--- src/rtl/leb_pkg.sv ---
// ----------------------------------------------------------------------------
// leb_pkg - line edit buffer shared definitions
// Capacity, counter widths, event codes and the command broadcast to the cells.
// ----------------------------------------------------------------------------
package leb_pkg;

  localparam int LINE_CAPACITY = 64;
  localparam int CHAR_W        = 8;
  localparam int KIND_W        = 4;
  localparam int POS_W         = 7;
  // counters hold 0..LINE_CAPACITY
  localparam int CNT_W         = $clog2(LINE_CAPACITY + 1);
  // common width for comparing a position input against a counter
  localparam int CMP_W         = (CNT_W > POS_W) ? CNT_W : POS_W;

  localparam logic [KIND_W-1:0] KIND_INSERT    = 4'd0;
  localparam logic [KIND_W-1:0] KIND_BACKSPACE = 4'd1;
  localparam logic [KIND_W-1:0] KIND_DELETE    = 4'd2;
  localparam logic [KIND_W-1:0] KIND_LEFT      = 4'd3;
  localparam logic [KIND_W-1:0] KIND_RIGHT     = 4'd4;
  localparam logic [KIND_W-1:0] KIND_HOME      = 4'd5;
  localparam logic [KIND_W-1:0] KIND_END       = 4'd6;
  localparam logic [KIND_W-1:0] KIND_CLEAR     = 4'd7;
  localparam logic [KIND_W-1:0] KIND_SET       = 4'd8;
  localparam logic [KIND_W-1:0] KIND_READ      = 4'd9;

  // what every cell does this cycle, relative to position "at"
  typedef enum logic [2:0] {
    ACT_NONE       = 3'd0,
    ACT_INSERT     = 3'd1,  // above at: take left neighbor, at: load char
    ACT_SHIFT_DOWN = 3'd2,  // at and above: take right neighbor
    ACT_ZERO_FROM  = 3'd3,  // at and above: zero
    ACT_CLEAR      = 3'd4   // every cell: zero
  } act_t;

  typedef struct packed {
    act_t              act;
    logic [CNT_W-1:0]  at;
    logic [CHAR_W-1:0] ch;
  } cell_cmd_t;

endpackage

--- src/rtl/leb_cell.sv ---
// ----------------------------------------------------------------------------
// leb_cell - one character position of the line
// Holds one character and updates it from its neighbors or the command.
// ----------------------------------------------------------------------------
module leb_cell
  import leb_pkg::*;
(
  input  logic              clk,
  input  logic              rst,
  input  logic [CNT_W-1:0]  idx,
  input  cell_cmd_t         cmd,
  input  logic [CHAR_W-1:0] from_left,
  input  logic [CHAR_W-1:0] from_right,
  output logic [CHAR_W-1:0] data
);

  logic [CHAR_W-1:0] data_next;

  always_comb begin
    data_next = data;
    case (cmd.act)
      ACT_INSERT: begin
        if (idx > cmd.at) begin
          data_next = from_left;
        end else if (idx == cmd.at) begin
          data_next = cmd.ch;
        end
      end
      ACT_SHIFT_DOWN: begin
        if (idx >= cmd.at) begin
          data_next = from_right;
        end
      end
      ACT_ZERO_FROM: begin
        if (idx >= cmd.at) begin
          data_next = '0;
        end
      end
      ACT_CLEAR: data_next = '0;
      default:   data_next = data;
    endcase
  end

  always_ff @(posedge clk) begin
    if (rst) begin
      data <= '0;
    end else begin
      data <= data_next;
    end
  end

endmodule

--- src/rtl/leb_row.sv ---
// ----------------------------------------------------------------------------
// leb_row - chain of character cells
// Links neighbors for shifting and selects the character at the read position.
// ----------------------------------------------------------------------------
module leb_row
  import leb_pkg::*;
(
  input  logic              clk,
  input  logic              rst,
  input  cell_cmd_t         cmd,
  input  logic [CMP_W-1:0]  rd_pos,
  output logic [CHAR_W-1:0] rd_char
);

  logic [CHAR_W-1:0] chars [LINE_CAPACITY];

  for (genvar i = 0; i < LINE_CAPACITY; i++) begin : g_cell
    logic [CHAR_W-1:0] left_in;
    logic [CHAR_W-1:0] right_in;

    if (i == 0) begin : g_first
      assign left_in = '0;
    end else begin : g_mid_l
      assign left_in = chars[i-1];
    end

    // top cell fills with zero on a left shift
    if (i == LINE_CAPACITY - 1) begin : g_last
      assign right_in = '0;
    end else begin : g_mid_r
      assign right_in = chars[i+1];
    end

    leb_cell u_cell (
      .clk        (clk),
      .rst        (rst),
      .idx        (CNT_W'(i)),
      .cmd        (cmd),
      .from_left  (left_in),
      .from_right (right_in),
      .data       (chars[i])
    );
  end

  // AND-OR select: at most one cell matches
  always_comb begin
    rd_char = '0;
    for (int j = 0; j < LINE_CAPACITY; j++) begin
      if (CMP_W'(j) == rd_pos) begin
        rd_char = rd_char | chars[j];
      end
    end
  end

endmodule

--- src/rtl/line_edit_buffer.sv ---
// ----------------------------------------------------------------------------
// line_edit_buffer - bounded line editor with cursor
// Applies one edit event per transaction and reports length, cursor, char.
// ----------------------------------------------------------------------------
// Usage:
//   Input channel (in_valid/in_ready) carries one edit event per transaction:
//   kind, char_in, position. Output channel (out_valid/out_ready) returns one
//   result per event: line_length, cursor, char_out, ignored.
//   The result is registered and shows on the output in the cycle after the
//   input transaction. Throughput: one event per cycle while the receiver
//   takes each result; every cell of the row loads from its neighbor in the
//   same cycle, so the whole tail shifts together.
//   The input is ready whenever the output register is empty or being taken.
//   If the receiver stalls, the result holds and no further event is taken
//   until it is accepted.
//   Reset (rst, synchronous): the line is emptied, every character cell is
//   zeroed, the cursor returns to 0 and the output register is emptied.
//   Event codes 10 to 15 change nothing and report ignored = 0.
// ----------------------------------------------------------------------------
module line_edit_buffer
  import leb_pkg::*;
(
  input  logic              clk,
  input  logic              rst,
  input  logic              in_valid,
  output logic              in_ready,
  input  logic [KIND_W-1:0] kind,
  input  logic [CHAR_W-1:0] char_in,
  input  logic [POS_W-1:0]  position,
  output logic              out_valid,
  input  logic              out_ready,
  output logic [6:0]        line_length,
  output logic [6:0]        cursor,
  output logic [CHAR_W-1:0] char_out,
  output logic              ignored
);

  localparam logic [CNT_W-1:0] CAP = CNT_W'(LINE_CAPACITY);

  // line state
  logic [CNT_W-1:0]  line_len, line_len_next;
  logic [CNT_W-1:0]  cur_pos, cur_pos_next;

  // output register
  logic [CNT_W-1:0]  res_len, res_cur;
  logic [CHAR_W-1:0] res_char, res_char_next;
  logic              res_ign, res_ign_next;

  logic              in_fire;
  cell_cmd_t         cmd;
  act_t              act;
  logic [CNT_W-1:0]  act_at;
  logic [CMP_W-1:0]  pos_ext, len_ext;
  logic [CHAR_W-1:0] rd_char;

  assign in_ready = !out_valid || out_ready;
  assign in_fire  = in_valid && in_ready;
  assign pos_ext  = CMP_W'(position);
  assign len_ext  = CMP_W'(line_len);

  // event decode: new counters, result and the cell command
  always_comb begin
    line_len_next = line_len;
    cur_pos_next  = cur_pos;
    res_char_next = '0;
    res_ign_next  = 1'b0;
    act           = ACT_NONE;
    act_at        = cur_pos;
    case (kind)
      KIND_INSERT: begin
        if (cur_pos >= CAP) begin
          res_ign_next = 1'b1;
        end else if (char_in == '0) begin
          // zero byte truncates the line at the cursor
          act           = ACT_ZERO_FROM;
          line_len_next = cur_pos;
        end else begin
          act          = ACT_INSERT;
          cur_pos_next = cur_pos + 1'b1;
          if (line_len < CAP) begin
            line_len_next = line_len + 1'b1;
          end
        end
      end
      KIND_BACKSPACE: begin
        if (cur_pos == '0) begin
          res_ign_next = 1'b1;
        end else begin
          act           = ACT_SHIFT_DOWN;
          act_at        = cur_pos - 1'b1;
          line_len_next = line_len - 1'b1;
          cur_pos_next  = cur_pos - 1'b1;
        end
      end
      KIND_DELETE: begin
        // only when a character sits under the cursor
        if (cur_pos >= line_len) begin
          res_ign_next = 1'b1;
        end else begin
          act           = ACT_SHIFT_DOWN;
          line_len_next = line_len - 1'b1;
        end
      end
      KIND_LEFT: begin
        if (cur_pos == '0) begin
          res_ign_next = 1'b1;
        end else begin
          cur_pos_next = cur_pos - 1'b1;
        end
      end
      KIND_RIGHT: begin
        if (cur_pos >= line_len) begin
          res_ign_next = 1'b1;
        end else begin
          cur_pos_next = cur_pos + 1'b1;
        end
      end
      KIND_HOME: cur_pos_next = '0;
      KIND_END:  cur_pos_next = line_len;
      KIND_CLEAR: begin
        act           = ACT_CLEAR;
        line_len_next = '0;
        cur_pos_next  = '0;
      end
      KIND_SET: begin
        // clamp to length
        if (pos_ext > len_ext) begin
          cur_pos_next = line_len;
        end else begin
          cur_pos_next = CNT_W'(pos_ext);
        end
      end
      KIND_READ: begin
        // length never exceeds capacity, so below length is in range
        if (pos_ext < len_ext) begin
          res_char_next = rd_char;
        end
      end
      default: begin
      end
    endcase
  end

  // cells move only on an accepted transaction
  always_comb begin
    cmd.act = in_fire ? act : ACT_NONE;
    cmd.at  = act_at;
    cmd.ch  = char_in;
  end

  leb_row u_row (
    .clk     (clk),
    .rst     (rst),
    .cmd     (cmd),
    .rd_pos  (pos_ext),
    .rd_char (rd_char)
  );

  always_ff @(posedge clk) begin
    if (rst) begin
      line_len  <= '0;
      cur_pos   <= '0;
      out_valid <= 1'b0;
    end else begin
      if (in_fire) begin
        line_len  <= line_len_next;
        cur_pos   <= cur_pos_next;
        out_valid <= 1'b1;
      end else if (out_ready) begin
        out_valid <= 1'b0;
      end
    end
  end

  // result payload, no reset needed
  always_ff @(posedge clk) begin
    if (in_fire) begin
      res_len  <= line_len_next;
      res_cur  <= cur_pos_next;
      res_char <= res_char_next;
      res_ign  <= res_ign_next;
    end
  end

  assign line_length = 7'(res_len);
  assign cursor      = 7'(res_cur);
  assign char_out    = res_char;
  assign ignored     = res_ign;

  // cursor never passes the end of the line
  a_cur_le_len: assert property (@(posedge clk) disable iff (rst)
    cur_pos <= line_len)
    else $error("cursor beyond line length");

  a_len_le_cap: assert property (@(posedge clk) disable iff (rst)
    line_len <= CAP)
    else $error("line length beyond capacity");

  // a held result blocks new events
  a_stall_blocks: assert property (@(posedge clk) disable iff (rst)
    out_valid && !out_ready |-> !in_ready)
    else $error("input taken while result stalled");

  a_insert_step: assert property (@(posedge clk) disable iff (rst)
    in_fire && kind == KIND_INSERT && char_in != '0 && cur_pos < CAP
    |=> cur_pos == $past(cur_pos) + 1'b1 && res_cur == cur_pos)
    else $error("insert did not advance cursor");

endmodule
--- config.mk ---
export PLATFORM = sky130hd
export DESIGN_NAME = line_edit_buffer
export DESIGN_NICKNAME = d
export VERILOG_FILES = /design/src/rtl/leb_pkg.sv /design/src/rtl/leb_cell.sv /design/src/rtl/leb_row.sv /design/src/rtl/line_edit_buffer.sv
export SDC_FILE = /design/constraint.sdc
export NUM_CORES = 2
export LEC_CHECK = 0
export BUFFER_PORTS_ARGS = -buffer_cell sky130_fd_sc_hd__buf_4
export CORE_UTILIZATION = 35
export CTS_CLUSTER_SIZE = 25
export DETAILED_ROUTE_END_ITERATION = 6
export SYNTH_ARGS = -nofsm -noshare
export SYNTH_HDL_FRONTEND = slang
export SYNTH_SLANG_ARGS = --single-unit
--- constraint.sdc ---
create_clock -name clk -period 5.3 [get_ports clk]
set_input_delay 0.265 -clock clk [delete_from_list [all_inputs] [get_ports clk]]
set_output_delay 0.265 -clock clk [all_outputs]
set_load 0.01 [all_outputs]
==> impl_results.md <==
* Post_cts resized at 0
* Vias per inst at 7.171
* CP max FO at 10
* Register area share after synthesis at 31.94%
* Area occupied by multi-input gates at 22,410 um^2
* CP Launch Type: register
* R2R Path Start: cur_pos[0]
* Final nets at 4,253
* Outcome: complete, no violations
* Core Region at 98,990 um^2
* Num CTS Buffers at 69
* Detailed-route via count at 39.87k
* Post-CTS Hold Fix Bufs at 2
* CP startpoint: cur_pos[0]
* HP Start: rst
* Slew Limit Fails at 0
* Largest net degree at the start of global routing at 157
* WL per Instance at 40.33 um
* Syn nets at 4,292
* Later-pin clock latency in the skew report at 0.67 ns
* Synth Instances at 4,250
* Leakage power at 13.63 nW
* Die area at 101,800 um^2
* Ys async rst share at 0%
* Post-route ant nets at 0
* Initial DRT Pass Iterations at 6
* Fin crit period at 4.663 ns
* Setup CP Type: reg2reg
* Ratio of final minimum period to clock period at 87.98%
* Critical Path RT at 5.87 ns
* Worst Max-Slew Pin Slew at 1.381 ns
* GRT Total Usage at 42.55%
* Detailed placement HPWL at 169.5 mm
* Initial antenna violation count at 27
* DRC Markers at 0
* Fmax at 214.5 MHz
* Final hold violations at 0
* Die Span X at 319.1 um
* Post-Syn Area at 35,190 um^2
* First-pass GRT wire length at 306.1 mm
* Final Wtd Congestion at 1.132
* Area delta synth->final at 13.18%
* FP Rows at 115
* Pwr Density at 297.1 nW/um^2
* Ys flop type: dfxtp_1
* Hold crit path type: in2reg
* Final setup vio count at 0
* Initial Utilization at 35.55%
* Clock buffer depth at 3
* Max Cap Violations at 0
* Avg Cell Area, Syn at 8.280 um^2
* CTS Sinks at 550
* Register Area at 11,240 um^2
* Number of synthesized flops with an enable pin at 23
* I/O pins at 48
* Root buf cell: clkbuf_16
* Grt total ovfl at 0
* Post-CTS setup repair buffer count at 0
* Worst VDD drop at 0.1967 mV
* Register bit total from synthesis at 550
* Synthesis Warnings at 0
* CTS tree: done
* Clk slew on worst S/H paths at 0.06 ns
* CP Capture Type: register
* Setup TNS Final at 0 ns
* Slew HR at 7.590%
* First DRT Iteration DRCs at 6,570
* RSZ-0062 raised after global routing: no
* Setup Skew at 0.02520 ns
* Synth unique cells at 99
* H-tree Lvls at 3
* Layout cells sized above 1 at 19.95%
* Fill count at 10.13k
* Number of buffers added on ports at 47
* Crit path arrival time at 5.23 ns
* Vias in the first global route at 35.67k
* WHS Path Cells at 2
* Height of the die at 319.1 um
* R2R cell count at 10
* DRT Wirelength at 224.3 mm
* Worst hold slack at 0.03756 ns
[layout make-up]
type                            instances  share of cell area, %
Multi-Input combinational cell       3289                  56.28
Sequential cell                       550                  28.22
Timing Repair Buffer                  265                  5.435
Clock buffer                          102                  5.155
Tap cell                             1287                  4.043
Clock inverter                         18                 0.4430
Inverter                               36                 0.3393
Antenna cell                           13                0.08168
[logic make-up after synthesis]
group / count (synthesis) / synth area share (%)
AOI/OAI and AO/OA: 1469 / 31.28
xor gates and xnor gates: 16 / 0.3983
adders and majority gates: 19 / 0.6756
buffers and inverters: 411 / 4.711
DFF: 550 / 31.94
muxes: 439 / 13.93
and+or+nand+nor: 1346 / 17.06
[layer usage]
| metal | routed length (um) | global-route usage (%) | up-vias |
|---|---|---|---|
| li1 | - | - | 16420 |
| met1 | 88300 | 55.13 | 19670 |
| met2 | 90130 | 59.99 | 2990 |
| met3 | 25410 | 11.73 | 768 |
| met4 | 20240 | 31.25 | 24 |
| met5 | 161 | 0 | - |
[sequential cells by signal (all words and copies together), names as in the netlist]
register                  cells
line_length                   7
len_ext                       7
u_row.g_cell.u_cell.data    512
cursor                        7
char_out                      8
out_valid                     1
cur_pos                       7
ignored                       1
[final timing paths]
kind,endpoint,slack [ns]
hold reg to reg,u_row.g_cell[0].u_cell.data[3],0.52
setup reg to reg,u_row.g_cell[41].u_cell.data[5],0.64
hold / removal,u_row.g_cell[50].u_cell.data[6],0.04
setup / recovery,u_row.g_cell[41].u_cell.data[5],0.64
[worst max-delay path, cell delays in order (launching register included)]
cell and delay (ns):
dfxtp_1 0.31, inv_1 0.24, ha_1 0.37, or3b_2 0.52
o21a_1 0.27, or2_2 0.46, a211oi_2 0.43, o21a_1 0.59
nand4_1 0.64, mux2_2 0.47, a221oi_1 0.25
[placed cells by master, fill, tap and decap left out, types with 14 or more instances in the layout]
| cell type | instances |
|---|---|
| nor2_1 | 547 |
| dfxtp_1 | 527 |
| mux2_2 | 375 |
| nand2_1 | 313 |
| a22oi_1 | 255 |
| a221oi_1 | 255 |
| buf_4 | 249 |
| a21oi_1 | 206 |
| nor3_1 | 196 |
| a211oi_1 | 194 |
| o21ai_0 | 124 |
| nand3_1 | 83 |
| a22o_1 | 76 |
| clkbuf_16 | 71 |
| a311oi_1 | 59 |
| mux2i_1 | 54 |
| nand4_1 | 50 |
| nor2b_1 | 47 |
| inv_1 | 33 |
| a31oi_1 | 33 |
| o21ai_1 | 33 |
| o2111a_1 | 29 |
| edfxtp_1 | 23 |
| or3_1 | 19 |
| ha_1 | 19 |
| o21a_1 | 18 |
| o2111ai_1 | 17 |
| clkbuf_8 | 16 |
| o211ai_1 | 15 |
| clkbuf_1 | 15 |
| and3_1 | 14 |
| xnor2_1 | 14 |
| o22ai_1 | 14 |
[synthesized netlist by cell type (12+ instances only)]
library cell,number,share of area (%)
nor2_1,557,5.9
dfxtp_1,527,30
mux2_2,375,12
nand2_1,313,3.3
clkbuf_1,304,3.2
a221oi_1,255,6.3
a22oi_1,255,5.4
a21oi_1,206,2.9
nor3_1,197,2.8
a211oi_1,195,4.2
o21ai_0,125,1.8
nand3_1,83,1.2
a22o_1,76,1.9
a311oi_1,59,1.5
buf_2,59,0.84
mux2i_1,54,1.5
nand4_1,50,0.89
nor2b_1,47,0.84
a31oi_1,35,0.62
inv_1,33,0.35
o21ai_1,33,0.47
o2111a_1,29,0.93
edfxtp_1,23,2.0
or3_1,20,0.36
ha_1,19,0.68
o21a_1,18,0.38
o2111ai_1,17,0.42
o211ai_1,15,0.32
and3_1,14,0.25
o22ai_1,14,0.25
xnor2_1,14,0.35
a21boi_0,13,0.28
nor4_1,13,0.23
o211a_1,13,0.37
a21o_1,12,0.26
[metrics by stage]
stage,instance area (um^2),utilization (%),worst slack (ns),power [mW],cells
global placement,37540,37.93,0.7736,6.961,5425
floorplan,35190,-,1.588,6.054,4250
global route,39790,40.20,0.4369,12.10,5547
CTS,39790,40.20,0.7335,11.74,5547
detailed placement,37540,37.93,0.7694,6.975,5425
finish,39830,40.23,0.6373,11.83,5560
[power breakdown]
group          internal [mW]  switching (mW)  total [mW]
registers               4.32           0.370        4.69
logic                  0.887            1.43        2.32
clock network           2.78            2.04        4.83
(Power assumes the default switching activity.)
